--- src/hw/rtl/pee_pkg.sv ---
`default_nettype none

package pee_pkg;

    // Result status codes
    typedef enum logic [2:0] {
        STAT_OK    = 3'd0,
        STAT_UNDER = 3'd1,
        STAT_OVER  = 3'd2,
        STAT_DIVZ  = 3'd3,
        STAT_BAD   = 3'd4,
        STAT_LEFT  = 3'd5
    } pee_status_t;

    // Controller states
    typedef enum logic [2:0] {
        ST_IDLE,
        ST_DECODE,
        ST_READ,
        ST_ITER,
        ST_FINISH
    } pee_state_t;

    // Character codes
    localparam logic [7:0] CH_ZERO  = 8'h30;
    localparam logic [7:0] CH_NINE  = 8'h39;
    localparam logic [7:0] CH_PLUS  = 8'h2B;
    localparam logic [7:0] CH_MINUS = 8'h2D;
    localparam logic [7:0] CH_STAR  = 8'h2A;
    localparam logic [7:0] CH_SLASH = 8'h2F;

    // Controller to datapath
    typedef struct packed {
        logic        latch_in;
        logic        push;
        logic        rd_req;
        logic        wr_alu;
        logic        mdu_start;
        logic        wr_mdu;
        logic        set_err;
        pee_status_t err_code;
        logic        finish_end;
    } pee_cmd_t;

    // Datapath to controller
    typedef struct packed {
        logic err_active;
        logic is_digit;
        logic is_op;
        logic is_mul_div;
        logic is_div;
        logic stack_full;
        logic lt_two;
        logic rhs_zero;
        logic mdu_done;
        logic end_flag;
    } pee_stat_t;

endpackage

`default_nettype wire

--- src/hw/rtl/pee_ram.sv ---
`default_nettype none

module pee_ram #(
    parameter int WIDTH = 16,
    parameter int DEPTH = 16
) (
    input  wire logic                     clk,
    input  wire logic                     wr_en,
    input  wire logic [$clog2(DEPTH)-1:0] wr_addr,
    input  wire logic [WIDTH-1:0]         wr_data,
    input  wire logic                     rd_en,
    input  wire logic [$clog2(DEPTH)-1:0] rd_addr,
    output logic      [WIDTH-1:0]         rd_data
);

    logic [WIDTH-1:0] mem [DEPTH];

    // One write port, one registered read port
    always_ff @(posedge clk)
    begin
        if (wr_en)
        begin
            mem[wr_addr] <= wr_data;
        end
        if (rd_en)
        begin
            rd_data <= mem[rd_addr];
        end
    end

endmodule

`default_nettype wire

--- src/hw/rtl/pee_mdu.sv ---
`default_nettype none

// Shared iterative multiply / signed divide, one bit per cycle
module pee_mdu #(
    parameter int W = 16
) (
    input  wire logic         clk,
    input  wire logic         rst_n,
    input  wire logic         start,
    input  wire logic         is_div,
    input  wire logic [W-1:0] a,
    input  wire logic [W-1:0] b,
    output logic              done,
    output logic      [W-1:0] result
);

    localparam int CNTW = $clog2(W + 1);

    logic [W-1:0]    acc_reg, acc_next;
    logic [W-1:0]    x_reg, x_next;
    logic [W-1:0]    y_reg, y_next;
    logic [CNTW-1:0] cnt_reg, cnt_next;
    logic            busy_reg, busy_next;
    logic            done_reg, done_next;
    logic            div_reg, div_next;
    logic            neg_reg, neg_next;

    logic [W-1:0]    a_mag, b_mag;
    logic [W:0]      rem_shift;
    logic            fits;

    assign a_mag = a[W-1] ? (-a) : a;
    assign b_mag = b[W-1] ? (-b) : b;

    // Restoring divide step: bring down next dividend bit
    assign rem_shift = {acc_reg, x_reg[W-1]};
    assign fits      = (rem_shift >= {1'b0, y_reg});

    always_comb
    begin
        acc_next  = acc_reg;
        x_next    = x_reg;
        y_next    = y_reg;
        cnt_next  = cnt_reg;
        busy_next = busy_reg;
        done_next = 1'b0;
        div_next  = div_reg;
        neg_next  = neg_reg;
        if (start)
        begin
            div_next  = is_div;
            neg_next  = a[W-1] ^ b[W-1];
            acc_next  = '0;
            x_next    = is_div ? a_mag : a;
            y_next    = is_div ? b_mag : b;
            cnt_next  = CNTW'(W);
            busy_next = 1'b1;
        end
        else if (busy_reg)
        begin
            if (div_reg)
            begin
                if (fits)
                begin
                    acc_next = W'(rem_shift - {1'b0, y_reg});
                end
                else
                begin
                    acc_next = rem_shift[W-1:0];
                end
                x_next = {x_reg[W-2:0], fits};
            end
            else
            begin
                // shift-add, product kept modulo 2^W
                if (y_reg[0])
                begin
                    acc_next = acc_reg + x_reg;
                end
                x_next = {x_reg[W-2:0], 1'b0};
                y_next = {1'b0, y_reg[W-1:1]};
            end
            cnt_next = cnt_reg - CNTW'(1);
            if (cnt_reg == CNTW'(1))
            begin
                busy_next = 1'b0;
                done_next = 1'b1;
            end
        end
    end

    always_ff @(posedge clk or negedge rst_n)
    begin
        if (!rst_n)
        begin
            busy_reg <= 1'b0;
            done_reg <= 1'b0;
            cnt_reg  <= '0;
        end
        else
        begin
            busy_reg <= busy_next;
            done_reg <= done_next;
            cnt_reg  <= cnt_next;
        end
    end

    always_ff @(posedge clk)
    begin
        acc_reg <= acc_next;
        x_reg   <= x_next;
        y_reg   <= y_next;
        div_reg <= div_next;
        neg_reg <= neg_next;
    end

    assign done   = done_reg;
    assign result = div_reg ? (neg_reg ? (-x_reg) : x_reg) : acc_reg;

endmodule

`default_nettype wire

--- src/hw/rtl/pee_datapath.sv ---
`default_nettype none

module pee_datapath
    import pee_pkg::*;
#(
    parameter int STACK_DEPTH = 16,
    parameter int VALUE_WIDTH = 16
) (
    input  wire logic        clk,
    input  wire logic        rst_n,
    input  wire logic [7:0]  token,
    input  wire logic        end_of_expr,
    input  wire pee_cmd_t    cmd,
    output pee_stat_t        stat,
    output logic signed [15:0] result_value,
    output logic [2:0]       status
);

    localparam int AW = $clog2(STACK_DEPTH);
    localparam int CW = $clog2(STACK_DEPTH + 1);
    localparam int W  = VALUE_WIDTH;

    logic [7:0]        tok_reg;
    logic              end_reg;
    logic [W-1:0]      tos_reg, tos_next;
    logic [CW-1:0]     count_reg, count_next;
    pee_status_t       sticky_reg, sticky_next;
    logic [15:0]       result_reg;
    pee_status_t       status_reg;

    logic [CW-1:0]     count_m1, count_m2;
    logic              ram_wr_en;
    logic [W-1:0]      ram_rdata;
    logic              mdu_done;
    logic [W-1:0]      mdu_result;
    logic              is_add;
    pee_status_t       fin_status;
    logic [W+15:0]     tos_ext;

    assign count_m1 = count_reg - CW'(1);
    assign count_m2 = count_reg - CW'(2);

    // Token decode and status flags to the controller
    always_comb
    begin
        stat.err_active = (sticky_reg != STAT_OK);
        stat.is_digit   = (tok_reg >= CH_ZERO) && (tok_reg <= CH_NINE);
        stat.is_op      = (tok_reg == CH_PLUS) || (tok_reg == CH_MINUS)
                       || (tok_reg == CH_STAR) || (tok_reg == CH_SLASH);
        stat.is_mul_div = (tok_reg == CH_STAR) || (tok_reg == CH_SLASH);
        stat.is_div     = (tok_reg == CH_SLASH);
        stat.stack_full = (count_reg == CW'(STACK_DEPTH));
        stat.lt_two     = (count_reg < CW'(2));
        stat.rhs_zero   = (tos_reg == '0);
        stat.mdu_done   = mdu_done;
        stat.end_flag   = end_reg;
    end

    assign is_add = (tok_reg == CH_PLUS);

    // Entries below the top of stack live in RAM; the top sits in tos_reg
    assign ram_wr_en = cmd.push && (count_reg != '0);

    pee_ram #(
        .WIDTH (W),
        .DEPTH (STACK_DEPTH)
    ) u_stack (
        .clk     (clk),
        .wr_en   (ram_wr_en),
        .wr_addr (count_m1[AW-1:0]),
        .wr_data (tos_reg),
        .rd_en   (cmd.rd_req),
        .rd_addr (count_m2[AW-1:0]),
        .rd_data (ram_rdata)
    );

    pee_mdu #(
        .W (W)
    ) u_mdu (
        .clk    (clk),
        .rst_n  (rst_n),
        .start  (cmd.mdu_start),
        .is_div (stat.is_div),
        .a      (ram_rdata),
        .b      (tos_reg),
        .done   (mdu_done),
        .result (mdu_result)
    );

    // End-of-expression status and value
    always_comb
    begin
        if (sticky_reg != STAT_OK)
        begin
            fin_status = sticky_reg;
        end
        else if (count_reg == '0)
        begin
            fin_status = STAT_UNDER;
        end
        else if (count_reg > CW'(1))
        begin
            fin_status = STAT_LEFT;
        end
        else
        begin
            fin_status = STAT_OK;
        end
    end

    assign tos_ext = {{16{tos_reg[W-1]}}, tos_reg};

    // Stack pointer, top of stack and sticky status
    always_comb
    begin
        tos_next    = tos_reg;
        count_next  = count_reg;
        sticky_next = sticky_reg;
        if (cmd.push)
        begin
            tos_next   = W'(tok_reg[3:0]);
            count_next = count_reg + CW'(1);
        end
        if (cmd.wr_alu)
        begin
            tos_next   = is_add ? (ram_rdata + tos_reg) : (ram_rdata - tos_reg);
            count_next = count_m1;
        end
        if (cmd.wr_mdu)
        begin
            tos_next   = mdu_result;
            count_next = count_m1;
        end
        if (cmd.set_err)
        begin
            sticky_next = cmd.err_code;
        end
        if (cmd.finish_end)
        begin
            count_next  = '0;
            sticky_next = STAT_OK;
        end
    end

    always_ff @(posedge clk or negedge rst_n)
    begin
        if (!rst_n)
        begin
            count_reg  <= '0;
            sticky_reg <= STAT_OK;
        end
        else
        begin
            count_reg  <= count_next;
            sticky_reg <= sticky_next;
        end
    end

    // Input beat, top of stack and output beat payload
    always_ff @(posedge clk)
    begin
        tos_reg <= tos_next;
        if (cmd.latch_in)
        begin
            tok_reg <= token;
            end_reg <= end_of_expr;
        end
        if (cmd.finish_end)
        begin
            status_reg <= fin_status;
            result_reg <= (fin_status == STAT_OK) ? tos_ext[15:0] : 16'd0;
        end
    end

    assign result_value = result_reg;
    assign status       = status_reg;

    a_push_room: assert property (@(posedge clk) disable iff (!rst_n)
        cmd.push |-> (count_reg < CW'(STACK_DEPTH)))
        else $error("push into full stack");

    a_pop_two: assert property (@(posedge clk) disable iff (!rst_n)
        (cmd.wr_alu || cmd.wr_mdu) |-> (count_reg >= CW'(2)))
        else $error("operator result written with fewer than two operands");

    a_end_clears: assert property (@(posedge clk) disable iff (!rst_n)
        cmd.finish_end |=> ((count_reg == '0) && (sticky_reg == STAT_OK)))
        else $error("stack not cleared after end of expression");

    a_err_freeze: assert property (@(posedge clk) disable iff (!rst_n)
        ((sticky_reg != STAT_OK) && !cmd.finish_end) |=> $stable(count_reg))
        else $error("stack changed after an error");

endmodule

`default_nettype wire

--- src/hw/rtl/pee_ctrl.sv ---
`default_nettype none

module pee_ctrl
    import pee_pkg::*;
(
    input  wire logic      clk,
    input  wire logic      rst_n,
    input  wire logic      in_valid,
    output logic           in_stall,
    output logic           out_valid,
    input  wire logic      out_stall,
    input  wire pee_stat_t stat,
    output pee_cmd_t       cmd
);

    pee_state_t state_reg, state_next;
    logic       out_valid_reg, out_valid_next;
    logic       out_free;

    // Output register can take a new beat
    assign out_free = !out_valid_reg || !out_stall;

    // Next state
    always_comb
    begin
        state_next = state_reg;
        unique case (state_reg)
            ST_IDLE:
            begin
                if (in_valid)
                begin
                    state_next = ST_DECODE;
                end
            end
            ST_DECODE:
            begin
                if (!stat.err_active && stat.is_op && !stat.lt_two)
                begin
                    state_next = ST_READ;
                end
                else
                begin
                    state_next = ST_FINISH;
                end
            end
            ST_READ:
            begin
                if (stat.is_mul_div && !(stat.is_div && stat.rhs_zero))
                begin
                    state_next = ST_ITER;
                end
                else
                begin
                    state_next = ST_FINISH;
                end
            end
            ST_ITER:
            begin
                if (stat.mdu_done)
                begin
                    state_next = ST_FINISH;
                end
            end
            ST_FINISH:
            begin
                if (!stat.end_flag || out_free)
                begin
                    state_next = ST_IDLE;
                end
            end
            default:
            begin
                state_next = ST_IDLE;
            end
        endcase
    end

    // Commands
    always_comb
    begin
        cmd      = '0;
        cmd.err_code = STAT_OK;
        in_stall = 1'b1;
        unique case (state_reg)
            ST_IDLE:
            begin
                in_stall     = 1'b0;
                cmd.latch_in = in_valid;
            end
            ST_DECODE:
            begin
                if (!stat.err_active)
                begin
                    if (stat.is_digit)
                    begin
                        if (stat.stack_full)
                        begin
                            cmd.set_err  = 1'b1;
                            cmd.err_code = STAT_OVER;
                        end
                        else
                        begin
                            cmd.push = 1'b1;
                        end
                    end
                    else if (stat.is_op)
                    begin
                        if (stat.lt_two)
                        begin
                            cmd.set_err  = 1'b1;
                            cmd.err_code = STAT_UNDER;
                        end
                        else
                        begin
                            cmd.rd_req = 1'b1;
                        end
                    end
                    else
                    begin
                        cmd.set_err  = 1'b1;
                        cmd.err_code = STAT_BAD;
                    end
                end
            end
            ST_READ:
            begin
                if (!stat.is_mul_div)
                begin
                    cmd.wr_alu = 1'b1;
                end
                else if (stat.is_div && stat.rhs_zero)
                begin
                    cmd.set_err  = 1'b1;
                    cmd.err_code = STAT_DIVZ;
                end
                else
                begin
                    cmd.mdu_start = 1'b1;
                end
            end
            ST_ITER:
            begin
                cmd.wr_mdu = stat.mdu_done;
            end
            ST_FINISH:
            begin
                cmd.finish_end = stat.end_flag && out_free;
            end
            default:
            begin
                in_stall = 1'b1;
            end
        endcase
    end

    assign out_valid_next = cmd.finish_end || (out_valid_reg && out_stall);

    always_ff @(posedge clk or negedge rst_n)
    begin
        if (!rst_n)
        begin
            state_reg     <= ST_IDLE;
            out_valid_reg <= 1'b0;
        end
        else
        begin
            state_reg     <= state_next;
            out_valid_reg <= out_valid_next;
        end
    end

    assign out_valid = out_valid_reg;

endmodule

`default_nettype wire

--- src/hw/rtl/postfix_expression_evaluator_unit.sv ---
`default_nettype none

// Channel  Direction  Handshake            Beat fields
// input    in         in_valid / in_stall  token[7:0], end_of_expr
// output   out        out_valid / out_stall result_value[15:0], status[2:0]
//
// One character at a time: a digit is pushed, + and - go through the adder,
// and * and / through the bit-serial multiply/divide unit.
// Operators read the left operand from the stack RAM (one read port).
// Reset clears the stack count, the sticky status and the output valid.
// A result waiting under out_stall holds an end-marked character in its
// final cycle; other characters keep flowing.
module postfix_expression_evaluator_unit
    import pee_pkg::*;
#(
    parameter int STACK_DEPTH = 16,
    parameter int VALUE_WIDTH = 16
) (
    input  wire logic               clk,
    input  wire logic               rst_n,
    input  wire logic               in_valid,
    output logic                    in_stall,
    input  wire logic [7:0]         token,
    input  wire logic               end_of_expr,
    output logic                    out_valid,
    input  wire logic               out_stall,
    output logic signed [15:0]      result_value,
    output logic [2:0]              status
);

    pee_cmd_t  cmd;
    pee_stat_t stat;

    pee_ctrl u_ctrl (
        .clk       (clk),
        .rst_n     (rst_n),
        .in_valid  (in_valid),
        .in_stall  (in_stall),
        .out_valid (out_valid),
        .out_stall (out_stall),
        .stat      (stat),
        .cmd       (cmd)
    );

    pee_datapath #(
        .STACK_DEPTH (STACK_DEPTH),
        .VALUE_WIDTH (VALUE_WIDTH)
    ) u_datapath (
        .clk          (clk),
        .rst_n        (rst_n),
        .token        (token),
        .end_of_expr  (end_of_expr),
        .cmd          (cmd),
        .stat         (stat),
        .result_value (result_value),
        .status       (status)
    );

endmodule

`default_nettype wire

--- config.mk ---
export PLATFORM = sky130hd
export DESIGN_NAME = postfix_expression_evaluator_unit
export DESIGN_NICKNAME = d
export VERILOG_FILES = /design/src/hw/rtl/pee_pkg.sv /design/src/hw/rtl/pee_ram.sv /design/src/hw/rtl/pee_mdu.sv /design/src/hw/rtl/pee_datapath.sv /design/src/hw/rtl/pee_ctrl.sv /design/src/hw/rtl/postfix_expression_evaluator_unit.sv
export SDC_FILE = /design/constraint.sdc
export NUM_CORES = 1
export LEC_CHECK = 0
export BUFFER_PORTS_ARGS = -buffer_cell sky130_fd_sc_hd__buf_2
export CAP_MARGIN = 20
export CELL_PAD_IN_SITES_DETAIL_PLACEMENT = 1
export CELL_PAD_IN_SITES_GLOBAL_PLACEMENT = 2
export CORE_MARGIN = 2
export CORE_UTILIZATION = 35
export DETAILED_ROUTE_END_ITERATION = 10
export PLACE_DENSITY = 0.65
export RECOVER_POWER = 50
export SYNTH_ARGS = -nofsm -noshare
export SYNTH_HDL_FRONTEND = slang
export SYNTH_SLANG_ARGS = --single-unit
--- constraint.sdc ---
create_clock -name clk -period 11.9 [get_ports clk]
set_clock_uncertainty 0.2 [all_clocks]
set_input_delay 0 -clock clk [delete_from_list [all_inputs] [get_ports clk]]
set_output_delay 0 -clock clk [all_outputs]
set_load 0.02 [all_outputs]
==> summary.md, run 1 <==
| Metric | Value |
|---|---|
| Filler Cells Inserted | `around 5500` |
| Clk slew on worst S/H paths | `about 0.060 ns` |
| Primary FF master, synth | `edfxtp_1` |
| Cts-stage hold buffer count | `23` |
| Synth Area per Inst | `between 10 and 15 µm²` |
| RSZ-0062 raised after global routing | `no` |
| CP arrival | `around 4.5 ns` |
| Via count | `~12000` |
| Most frequent cells after synthesis | `edfxtp_1 (350), nand2_1 (143), o21ai_0 (94)` |
| Max Slew Vio Count | `17` |
| Drt first pass iters | `4` |
| Seq cells post-synth | `between 300 and 400` |
| CP Max Fanout | `84` |
| Worst min path class | `input pin to register` |
| Antenna violations before repair | `2` |
| Top cell type's share of synthesized area | `0.558` |
| Max VDD drop | `around 0.12 mV` |
| Die Span Y | `~240 µm` |
| Final Setup Violations | `0` |
| Crit-path max cell delay | `0.67 ns` |
| Die X | `236 µm` |
| Instance count of the mapped netlist | `between 1000 and 1500` |
| Antenna Violating Nets Remaining | `0` |
| Sequential-to-total area share from yosys stat | `0.600` |
| Post-DP HPWL | `around 35000 µm` |
| Max clock buf depth | `3` |
| Die area | `about 0.056 mm²` |
| Slew margin rel. | `-0.276` |
| DRT Wirelength | `between 50000 and 60000 µm` |
| Fin Setup TNS | `0 ns` |
| P per Cell Area | `around 160 mW/mm²` |
| Clock period minus worst slack | `~4.6 ns` |
| Final Non-Filler Cells | `2179` |
| Port Buffers | `33` |
| Clock buffer count from CTS | `43` |
| Number of flops mapped to enable cells by yosys | `350` |
| # placed instances | `approximately 2100` |
| Post-Syn Area | `about 0.019 mm²` |
| CTS Sinks | `about 390` |
| Setup Fix Bufs, Post-CTS | `0` |
| Simple-Gate Fraction of Synth Area | `0.0962` |
| Unique masters post-synth | `between 70 and 80` |
| CTS tree | `done` |
| # Max-Cap Violations | `1` |
| Share of cells above drive strength 1 | `0.136` |
| Nets | `between 1500 and 2000` |
| Largest family of logic cells by synthesized area | `multiplexers` |
| CP Buf/Inv Count | `2` |
| ANT cells | `0` |
| H-Tree Depth | `2` |
| Req. time, crit path | `between 10 and 15 ns` |
| Synth area leader | `edfxtp_1` |
| Core Region | `0.0535 mm²` |
| First-pass GRT wire length | `79700 µm` |
| Vias/cell | `5.45` |
| Global route overflow | `0` |
| Worst setup EP type | `register` |
| Worst path slowest cell | `edfxtp_1` |
| Total track usage | `0.192` |
| Register Area | `between 0.01 and 0.015 mm²` |
| Root Driver | `clkbuf_16` |
| Xor and xnor area share after synthesis | `0.0451` |
| DRC | `0` |
| Worst-skew pair later-pin latency | `around 0.58 ns` |
| Largest net degree at the start of global routing | `85` |
| Largest Register | `u_datapath.u_stack.mem` |
| Starting Density | `0.352` |
| Max FFs per register | `roughly 260` |
| Status | `complete, but fails checks` |
| Crit Path Class | `register to register` |
| Synth Area in Compound Gates | `0.0881` |
| R2R Setup Slk | `7.33 ns` |
| Failing checks | `max-capacitance violations, max-slew violations` |
| Synth area leaders | `edfxtp_1 (56%), mux4_2 (9.6%), ha_1 (4.2%)` |
| Period utilization | `0.384` |
| Cell Rows | `85` |
| CP Launch Type | `register` |
| Most common cell in the netlist | `edfxtp_1` |
| Synth Net Count | `about 1500` |
| IO Count | `34` |
| Area growth syn-to-layout | `13.7%` |
| Slew @ Worst Pin | `~1.9 ns` |
| Leak | `7.44 nW` |
| Final Hold Fails | `0` |
| Area of the multi-input gates | `about 0.0072 mm²` |
| Gpl congestion | `roughly 0.82` |
| Worst hold margin | `0.176 ns` |
| YS warnings | `0` |
| Initial drt markers | `~850` |
| WL/cell | `between 20 and 25 µm` |
| Post-Synth Adder-Cell Area | `0.0457` |
| Cell chain of the critical path | `inv_1, ha_1, or3b_1, nor3_1, nand4_1, o311a_1, o211ai_4, buf_4, nand2_1` |
| Crit path max-delay family | `simple AND/OR/NAND/NOR gates` |
| Post-synthesis mux area share | `0.104` |
| Vias in the first global route | `between 10000 and 15000` |
| Max Freq | `roughly 220 MHz` |
| Async set-or-reset flop fraction in the synthesized netlist | `0.0494` |
| PostCTS Resize Cnt | `0` |
-- cell type report --
class | count | area share
sequential | 385 | 0.528
multi-input combinational | 890 | 0.334
clock buffer | 47 | 0.0509
tap | 696 | 0.0406
timing repair buffer | 91 | 0.0285
clock inverter | 26 | 0.0109
inverter | 44 | 0.00782
-- cell families after synthesis --
kind of cell | count (synthesis)
buffers and inverters | 99
AOI/OAI and AO/OA | 263
muxes | 95
DFF | 385
xor gates and xnor gates | 97
and+or+nand+nor | 368
adders and majority gates | 67
-- per-stage QoR --
step / utilization / area (µm²) / setup slack, ns / total power (W)
after floorplan: - / 18800 / 7.71 / 0.00198
after global placement: 0.373 / 19900 / 7.48 / 0.00214
after detailed placement: 0.373 / 19900 / 7.42 / 0.00214
after CTS: 0.402 / 21500 / 7.40 / 0.00342
after global routing: 0.401 / 21400 / 6.96 / 0.00351
final: 0.401 / 21400 / 7.33 / 0.00338
-- worst min-delay path: stages --
cell           delay [ns]
dlygate4sd3_1        0.54
buf_2                0.13
a21oi_1              0.07
a21oi_1              0.14
-- worst paths after layout --
path                                               from                   endpoint  cells after the start
worst min register to register  u_datapath.count_reg[4]    u_datapath.count_reg[4]                      1
max in group asynchronous                         rst_n  u_datapath.u_mdu.busy_reg                      4
worst max register to register    u_datapath.tos_reg[0]  u_datapath.u_mdu.x_reg[6]                      9
worst min-delay path                           in_valid        u_ctrl.state_reg[0]                      4
worst max-delay path              u_datapath.tos_reg[0]  u_datapath.u_mdu.x_reg[6]                      9
min in group asynchronous                         rst_n   u_datapath.sticky_reg[2]                      3
-- report_power, final --
group	internal, W	switching [W]	total, W
Sequential	0.00150	0.0000450	0.00154
Clock	0.000711	0.000559	0.00127
Combinational	0.000294	0.000273	0.000567
-- cell usage in the layout (no fill, tap or decap), types with 12 or more instances in the layout --
cell,Yosys,layout
ha_1,64,64
o22ai_1,15,15
o31ai_1,19,19
nor2_1,74,72
nand2_1,143,143
a21oi_1,47,47
buf_2,9,12
xnor2_1,43,43
clkbuf_1,36,36
dfxtp_1,16,16
a21o_1,14,14
nand3_1,20,20
clkbuf_16,0,43
o21ai_0,94,93
and2_1,31,16
and2_0,1,16
dfrtp_1,19,17
edfxtp_1,350,350
dlygate4sd3_1,0,23
mux4_2,80,80
nor3_1,20,19
buf_4,0,23
inv_1,43,43
xor2_1,54,53
-- per-layer routing --
layer  share of wire  vias up  global-route usage
met4           0.026        0              0.0552
li1                -     5431                   -
met1            0.45     6166               0.258
met2            0.49      201               0.327
met3           0.033       84              0.0239
met5               0        -                   0
(Power assumes the default switching activity.)
==> inputs of run 2 (changes only) <==
- clock period: 11.9 -> 4.3 ns (I/O delays scaled with it)
==> run 2 against run 1 <==
Effect of this change: the flow still finishes with violations (max-capacitance violations, max-slew violations); sequential share of layout area shrank 0.58 points; die area is the same; count of clock-buffer cells in the layout shrank 1; cell count grew 0.96%; sequential power grew to 2.7 times the previous value; worst hold slack lost 0.070 ns; power grew to 2.8 times the previous value; utilization grew 0.45 points.
==> summary.md, run 2 (synthesis results as in run 1) <==
| Metric | Value |
|---|---|
| Cell chain of the critical path | `or3_1, or3_1, or3_4, or3_1, nand2_1, xnor2_1, ha_1, a21oi_1, nor2_1, a21oi_1, o31ai_1, o41ai_1, xor2_1, o22ai_1 (was inv_1, ha_1, or3b_1, nor3_1, nand4_1, o311a_1, o211ai_4, buf_4, nand2_1)` |
| Vias/cell | `5.36 (was 5.45)` |
| H-Tree Depth | `2 (unchanged)` |
| Antenna violations before repair | `1 (was 2)` |
| First-pass GRT wire length | `80500 µm (was 79700 µm)` |
| Final Hold Fails | `0 (unchanged)` |
| HP Start | `in_valid (unchanged)` |
| DRC | `0 (unchanged)` |
| Filler Cells Inserted | `5548 (was 5527)` |
| WL/cell | `24.2 µm (was 24.3 µm)` |
| Worst hold margin | `0.105 ns (was 0.176 ns)` |
| DRT Wirelength | `53200 µm (was 53000 µm)` |
| Commonest non-fill, non-tap cell in the layout | `edfxtp_1 (unchanged)` |
| P_int | `0.00707 W (was 0.00250 W)` |
| Total track usage | `0.194 (was 0.192)` |
| Die Span Y | `236 µm (unchanged)` |
| CTS Sinks | `385 (unchanged)` |
| Sequential share of power | `0.443 (was 0.456)` |
| Port Buffers | `33 (unchanged)` |
| ANT cells | `0 (unchanged)` |
| Slew @ Worst Pin | `1.96 ns (was 1.91 ns)` |
| Slew margin rel. | `-0.306 (was -0.276)` |
| Share of cells above drive strength 1 | `0.151 (was 0.136)` |
| Vias in the first global route | `12600 (was 12400)` |
| Met2 Wirelength | `26500 µm (was 26200 µm)` |
| Clock period minus worst slack | `4.06 ns (was 4.57 ns)` |
| Clk slew on worst S/H paths | `0.06 ns (about the same)` |
| Leak | `7.58 nW (was 7.44 nW)` |
| Reg2reg start | `u_datapath.tos_reg[1] (was u_datapath.tos_reg[0])` |
| Antenna Violating Nets Remaining | `0 (unchanged)` |
| CP Buf/Inv Count | `0 (was 2)` |
| Fin Setup TNS | `0 ns (unchanged)` |
| Global route overflow | `0 (unchanged)` |
| Cell Rows | `85 (unchanged)` |
| Initial drt markers | `832 (was 854)` |
| Highest routed layer | `met5 (was met4)` |
| Area growth syn-to-layout | `15.0% (was 13.7%)` |
| # Max-Cap Violations | `1 (unchanged)` |
| Worst setup EP type | `register (unchanged)` |
| Area of the multi-input gates | `0.00717 mm² (was 0.00715 mm²)` |
| CP Launch Type | `register (unchanged)` |
| Worst-skew pair later-pin latency | `0.59 ns (was 0.58 ns)` |
| Req. time, crit path | `4.42 ns (was 11.86 ns)` |
| Sw frac | `0.254 (was 0.259)` |
| Register Area | `0.0113 mm² (unchanged)` |
| Clock buffer count from CTS | `42 (was 43)` |
| Worst min path class | `input pin to register (unchanged)` |
| Clock power share | `0.387 (was 0.376)` |
| Met3 routed WL | `1860 µm (was 1740 µm)` |
| Die area | `0.0557 mm² (unchanged)` |
| Comb power frac | `0.170 (was 0.168)` |
| Failing checks | `max-capacitance violations, max-slew violations (unchanged)` |
| Gpl congestion | `0.832 (was 0.825)` |
| Die X | `236 µm (unchanged)` |
| CP Launch Point | `u_datapath.tos_reg[1] (was u_datapath.tos_reg[0])` |
| Top cell by count, worst path | `or3_1` |
| Crit path max-delay family | `simple AND/OR/NAND/NOR gates (unchanged)` |
| Root Driver | `clkbuf_16 (unchanged)` |
| Final Non-Filler Cells | `2200 (was 2179)` |
| Max Freq | `246 MHz (was 219 MHz)` |
| CP arrival | `4.18 ns (was 4.53 ns)` |
| Via count | `11800 (was 11900)` |
| Core Region | `0.0535 mm² (unchanged)` |
| Crit-path max cell delay | `0.43 ns (was 0.67 ns)` |
| Largest Register | `u_datapath.u_stack.mem (unchanged)` |
| IO Count | `34 (unchanged)` |
| # placed instances | `2102 (was 2081)` |
| CP Max Fanout | `4 (was 84)` |
| Status | `complete, but fails checks (unchanged)` |
| Max FFs per register | `256 (unchanged)` |
| Drt first pass iters | `5 (was 4)` |
| CTS tree | `done (unchanged)` |
| RSZ-0062 raised after global routing | `no (unchanged)` |
| Starting Density | `0.352 (unchanged)` |
| Post-DP HPWL | `36000 µm (was 35400 µm)` |
| Largest net degree at the start of global routing | `84 (was 85)` |
| Worst path slowest cell | `or3_1 (was edfxtp_1)` |
| P per Cell Area | `437 mW/mm² (was 158 mW/mm²)` |
| Max Slew Vio Count | `17 (unchanged)` |
| Switching power total | `0.00241 W (was 0.000876 W)` |
| Period utilization | `0.944 (was 0.384)` |
| Max clock buf depth | `3 (unchanged)` |
| Setup Fix Bufs, Post-CTS | `0 (unchanged)` |
| Crit Path Class | `register to register (unchanged)` |
| Max VDD drop | `0.349 mV (was 0.123 mV)` |
| DRT met1 WL | `23900 µm (was 23600 µm)` |
| Most frequent cells in the layout | `edfxtp_1 (350), nand2_1 (143), o21ai_0 (93) (unchanged)` |
| Final Setup Violations | `0 (unchanged)` |
| Nets | `1554 (was 1535)` |
| Total power draw | `0.00948 W (was 0.00338 W)` |
==> run 2: metrics by stage <==
step	utilization	cell area (µm²)	worst slack [ns]
after detailed placement	0.376	20100	0.229
after CTS	0.407	21800	0.227
final	0.405	21700	0.240
after floorplan	-	18800	0.114
after global routing	0.405	21700	0.0333
after global placement	0.376	20100	0.258
==> run 2: timing repair <==
item / 4_1_cts / 5_1_grt
hold buffers: 23 / 0
endpoints found under the hold margin: 43 / 0
resized for setup: 0 / 2
endpoints found under the setup margin: 0 / 3
==> run 2: area by class of cell <==
cell class / instances / area share
multi-input cells: 890 / 0.331
well taps: 696 / 0.0402
flip-flops and latches: 385 / 0.522
inverters: 44 / 0.00773
clock buffers: 46 / 0.0492
clock inverters: 28 / 0.0153
repair buffers: 111 / 0.0352
==> run 2: power groups by stage <==
| stage | clock network (W) | registers, W | logic (W) |
|---|---|---|---|
| 2_1_floorplan | 0 | 0.00426 | 0.00122 |
| 3_3_place_gp | 0 | 0.00428 | 0.00165 |
| 3_5_place_dp | 0 | 0.00428 | 0.00165 |
| 4_1_cts | 0.00376 | 0.00420 | 0.00167 |
| 5_1_grt | 0.00391 | 0.00421 | 0.00176 |
| 6_report | 0.00367 | 0.00420 | 0.00162 |
==> run 2: worst paths after layout <==
| kind | endpoint | slack (ns) | cells after the start |
|---|---|---|---|
| max | u_datapath.tos_reg[14] | 0.24 | 14 |
| min | u_ctrl.state_reg[0] | 0.11 | 4 |
| max reg2reg | u_datapath.tos_reg[14] | 0.24 | 14 |
| min reg2reg | u_ctrl.out_valid | 0.32 | 2 |
| min in group asynchronous | u_datapath.count_reg[2] | 0.18 | 3 |
| max in group asynchronous | u_datapath.count_reg[0] | 2.42 | 4 |
==> run 2: per-layer routing <==
metal  vias to the layer above  global-route usage
li1                       5458                   -
met3                        61              0.0284
met4                         2              0.0473
met1                      6082               0.258
met2                       185               0.333
met5                         -                   0
==> run 2: worst register-to-register path: cells and delay by family, from the launching register on <==
kind | cells | cell delay (ns)
flops | 1 | 0.38
fa+ha+maj | 1 | 0.30
xor+xnor | 2 | 0.34
compound gates | 5 | 0.91
simple gates | 6 | 1.66
==> inputs of run 3 (changes only) <==
- ABC_AREA: default -> 1
- CELL_PAD_IN_SITES_DETAIL_PLACEMENT: 1 -> 0
- PLACE_DENSITY: 0.65 -> 0.71
- REMOVE_ABC_BUFFERS: default -> 1
==> run 3 against run 2 <==
Effect of this change: the run now ends clean; clock power is essentially flat; power grew 16%; non-clock buffer count fell by 4; sequential share of layout area decreased by 2.2 points; largest power group unchanged.
==> summary.md, run 3 <==
| Metric | Value |
|---|---|
| Xor and xnor area share after synthesis | `0.0215 (was 0.0451)` |
| RR Endpoint | `u_datapath.tos_reg[9] (was u_datapath.tos_reg[14])` |
| Max Slew Vio Count | `0 (was 17)` |
| Async set-or-reset flop fraction in the synthesized netlist | `0.0494 (unchanged)` |
| Primary FF master, synth | `edfxtp_1 (unchanged)` |
| Clock buffer count from CTS | `43 (was 42)` |
| YS warnings | `0 (unchanged)` |
| Starting Density | `0.353 (was 0.352)` |
| Vias in the first global route | `15100 (was 12600)` |
| Met3 routed WL | `2490 µm (was 1860 µm)` |
| Final Hold Fails | `0 (unchanged)` |
| Core Region | `0.0564 mm² (was 0.0535 mm²)` |
| Clock power share | `0.333 (was 0.387)` |
| Antenna violations before repair | `0 (was 1)` |
| Synth Area in Compound Gates | `0.127 (was 0.0881)` |
| Post-Syn Area | `0.0199 mm² (was 0.0188 mm²)` |
| Cell chain of the critical path | `nor3_1, inv_1, nor2_2, clkinvlp_2, nand2_1, nor2_4, inv_2 (was or3_1, or3_1, or3_4, or3_1, nand2_1, xnor2_1, ha_1, a21oi_1, nor2_1, a21oi_1, o31ai_1, o41ai_1, xor2_1, o22ai_1)` |
| Post-synthesis mux area share | `0 (was 0.104)` |
| Final Non-Filler Cells | `2954 (was 2200)` |
| Worst min path class | `input pin to asynchronous set/reset pin (was input pin to register)` |
| Sequential share of power | `0.400 (was 0.443)` |
| Placed inst area | `0.0211 mm² (was 0.0201 mm²)` |
| Instance count of the mapped netlist | `2100 (was 1374)` |
| Port Buffers | `33 (unchanged)` |
| Post-DP HPWL | `43700 µm (was 36000 µm)` |
| Crit-path max cell delay | `0.72 ns (was 0.43 ns)` |
| Seq cells post-synth | `385 (unchanged)` |
| Largest net degree at the start of global routing | `72 (was 84)` |
| Reg2reg start | `u_ctrl.state_reg[2] (was u_datapath.tos_reg[1])` |
| DRC | `0 (unchanged)` |
| Max FFs per register | `256 (unchanged)` |
| Leak | `8.79 nW (was 7.58 nW)` |
| DRT met1 WL | `27300 µm (was 23900 µm)` |
| Setup Fix Bufs, Post-CTS | `0 (unchanged)` |
| Sequential-to-total area share from yosys stat | `0.567 (was 0.600)` |
| Largest Register | `u_datapath.u_stack.mem (unchanged)` |
| Drt first pass iters | `7 (was 5)` |
| R2R Setup Slk | `0.28 ns (was 0.24 ns)` |
| Most common cell in the netlist | `nand2_1 (was edfxtp_1)` |
| Synth area leader | `edfxtp_1 (unchanged)` |
| Slew margin rel. | `0.0275 (was -0.306)` |
| Post-route design area | `0.0226 mm² (was 0.0217 mm²)` |
| DRT Wirelength | `62400 µm (was 53200 µm)` |
| CP arrival | `4.02 ns (was 4.18 ns)` |
| Vias/cell | `5.17 (was 5.36)` |
| Worst hold margin | `0.137 ns (was 0.105 ns)` |
| First-pass GRT wire length | `93800 µm (was 80500 µm)` |
| Crit path max-delay family | `simple AND/OR/NAND/NOR gates (unchanged)` |
| Synth Area per Inst | `9.49 µm² (was 13.7 µm²)` |
| Root Driver | `clkbuf_16 (unchanged)` |
| Share of cells above drive strength 1 | `0.0765 (was 0.151)` |
| Unique masters post-synth | `51 (was 78)` |
| Initial drt markers | `1026 (was 832)` |
| Sw frac | `0.349 (was 0.254)` |
| Total power draw | `0.0110 W (was 0.00948 W)` |
| Worst path slowest cell | `clkinvlp_2 (was or3_1)` |
| Largest family of logic cells by synthesized area | `simple AND/OR/NAND/NOR gates (was multiplexers)` |
| P per Cell Area | `487 mW/mm² (was 437 mW/mm²)` |
| Highest routed layer | `met4 (was met5)` |
| Most frequent cells in the layout | `nand2_1 (360), edfxtp_1 (350), nor2_1 (271) (was edfxtp_1 (350), nand2_1 (143), o21ai_0 (93))` |
| H-Tree Depth | `2 (unchanged)` |
| WL/cell | `21.1 µm (was 24.2 µm)` |
| Slew @ Worst Pin | `1.46 ns (was 1.96 ns)` |
| Max VDD drop | `0.358 mV (was 0.349 mV)` |
| Die Span Y | `243 µm (was 236 µm)` |
| # Max-Cap Violations | `0 (was 1)` |
| CP Buf/Inv Count | `3 (was 0)` |
| Switching power total | `0.00384 W (was 0.00241 W)` |
| Met2 Wirelength | `31100 µm (was 26500 µm)` |
| Comb power frac | `0.267 (was 0.170)` |
| CP Max Fanout | `20 (was 4)` |
| Global route overflow | `0 (unchanged)` |
| Antenna Violating Nets Remaining | `0 (unchanged)` |
| Synth area leaders | `edfxtp_1 (53%), nand2_1 (6.7%), o21ai_0 (6.0%) (was edfxtp_1 (56%), mux4_2 (9.6%), ha_1 (4.2%))` |
| Req. time, crit path | `4.31 ns (was 4.42 ns)` |
| P_int | `0.00717 W (was 0.00707 W)` |
| Fin Setup TNS | `0 ns (unchanged)` |
| Die area | `0.0588 mm² (was 0.0557 mm²)` |
| Period utilization | `0.934 (was 0.944)` |
| Worst-skew pair later-pin latency | `0.59 ns (about the same)` |
| Status | `completed (was complete, but fails checks)` |
| Die X | `243 µm (was 236 µm)` |
| # placed instances | `2853 (was 2102)` |
| Top cell type's share of synthesized area | `0.528 (was 0.558)` |
| RSZ-0062 raised after global routing | `no (unchanged)` |
| Path depth of the worst reg2reg path | `7 (was 14)` |
| Crit Path Class | `register to register (unchanged)` |
| Worst setup EP type | `register (unchanged)` |
| Simple-Gate Fraction of Synth Area | `0.184 (was 0.0962)` |
| Nets | `2246 (was 1554)` |
| CTS Sinks | `385 (unchanged)` |
| CP Launch Type | `register (unchanged)` |
| Cell Rows | `87 (was 85)` |
| IO Count | `34 (unchanged)` |
| Clock period minus worst slack | `4.02 ns (was 4.06 ns)` |
| CTS tree | `done (unchanged)` |
| Max Freq | `249 MHz (was 246 MHz)` |
| Most frequent cells after synthesis | `nand2_1 (357), edfxtp_1 (350), nor2_1 (285) (was edfxtp_1 (350), nand2_1 (143), o21ai_0 (94))` |
| Post-Synth Adder-Cell Area | `0.0432 (was 0.0457)` |
| Clk slew on worst S/H paths | `0.06 ns (about the same)` |
| Area growth syn-to-layout | `13.6% (was 15.0%)` |
| Max clock buf depth | `3 (unchanged)` |
| Final Setup Violations | `0 (unchanged)` |
| Via count | `15300 (was 11800)` |
| Gpl congestion | `0.837 (was 0.832)` |
| Total track usage | `0.211 (was 0.194)` |
| Commonest non-fill, non-tap cell in the layout | `nand2_1 (was edfxtp_1)` |
| Number of flops mapped to enable cells by yosys | `350 (unchanged)` |
## run 3: cell count changes after synthesis, moves of 32 or more
cell | previous run | this run
nand2_1 | 143 | 357
nor2_1 | 74 | 285
inv_1 | 43 | 189
o21ai_0 | 94 | 237
nand3_1 | 20 | 141
mux4_2 | 80 | 0
o221ai_1 | 3 | 35
## run 3: power groups by stage
stage | clock network (W) | registers, W | logic (W)
4_1_cts | 0.00375 | 0.00440 | 0.00298
2_1_floorplan | 0 | 0.00456 | 0.00162
3_3_place_gp | 0 | 0.00447 | 0.00294
3_5_place_dp | 0 | 0.00448 | 0.00296
5_1_grt | 0.00390 | 0.00441 | 0.00326
6_report | 0.00367 | 0.00440 | 0.00294
## run 3: worst min-delay path, stage by stage
cell           delay (ns)
dlygate4sd3_1        0.52
buf_2                0.09
dlygate4sd3_1        0.68
## run 3: worst max path at each step
stage	slack, ns	startpoint	to	cells after the start
2_1_floorplan	-2.40	u_datapath.count_reg[0]	u_datapath.u_stack.mem[0][0]	9
3_3_place_gp	0.52	u_datapath.tok_reg[7]	u_datapath.tos_reg[15]	18
3_5_place_dp	0.55	u_datapath.tos_reg[2]	u_datapath.tos_reg[13]	16
4_1_cts	0.53	u_datapath.tos_reg[2]	u_datapath.tos_reg[13]	16
5_1_grt	0.04	u_datapath.tos_reg[2]	u_datapath.tos_reg[10]	17
6_report	0.28	u_ctrl.state_reg[2]	u_datapath.tos_reg[9]	7
## run 3: timing repair
action	CTS	global route
hold buffers	23	0
endpoints found under the hold margin	59	0
resized for setup	0	0
## run 3: logic make-up (layout without fill, tap and decap cells)
kind of cell    after synthesis  in the layout
compound gates              449            449
xor+xnor                     49             49
fa+ha+maj                    67             67
buf+inv                     288            385
flops                       385            385
other cells                   0              1
simple gates                862            862
## run 3: final cells by class
| cell class | instances | area, µm² |
|---|---|---|
| Fill cell | 5712 | 33800 |
| Timing Repair Buffer | 107 | 733 |
| Antenna cell | 1 | 2.50 |
| Multi-Input combinational cell | 1427 | 7480 |
| Inverter | 202 | 761 |
| Sequential cell | 385 | 11300 |
| Tap cell | 756 | 946 |
| Clock buffer | 49 | 1100 |
| Clock inverter | 27 | 290 |
## run 3: through the flow
stage          utilization  setup WS [ns]
6_report             0.401          0.285
5_1_grt              0.401         0.0380
4_1_cts              0.403          0.530
3_5_place_dp         0.374          0.551
3_3_place_gp         0.374          0.523
2_1_floorplan            -          -2.40
## run 3: metal layers
layer,up-vias,global-route usage
li1,7435,-
met1,7445,0.273
met2,313,0.370
met3,81,0.0282
met4,0,0.0588
met5,-,0
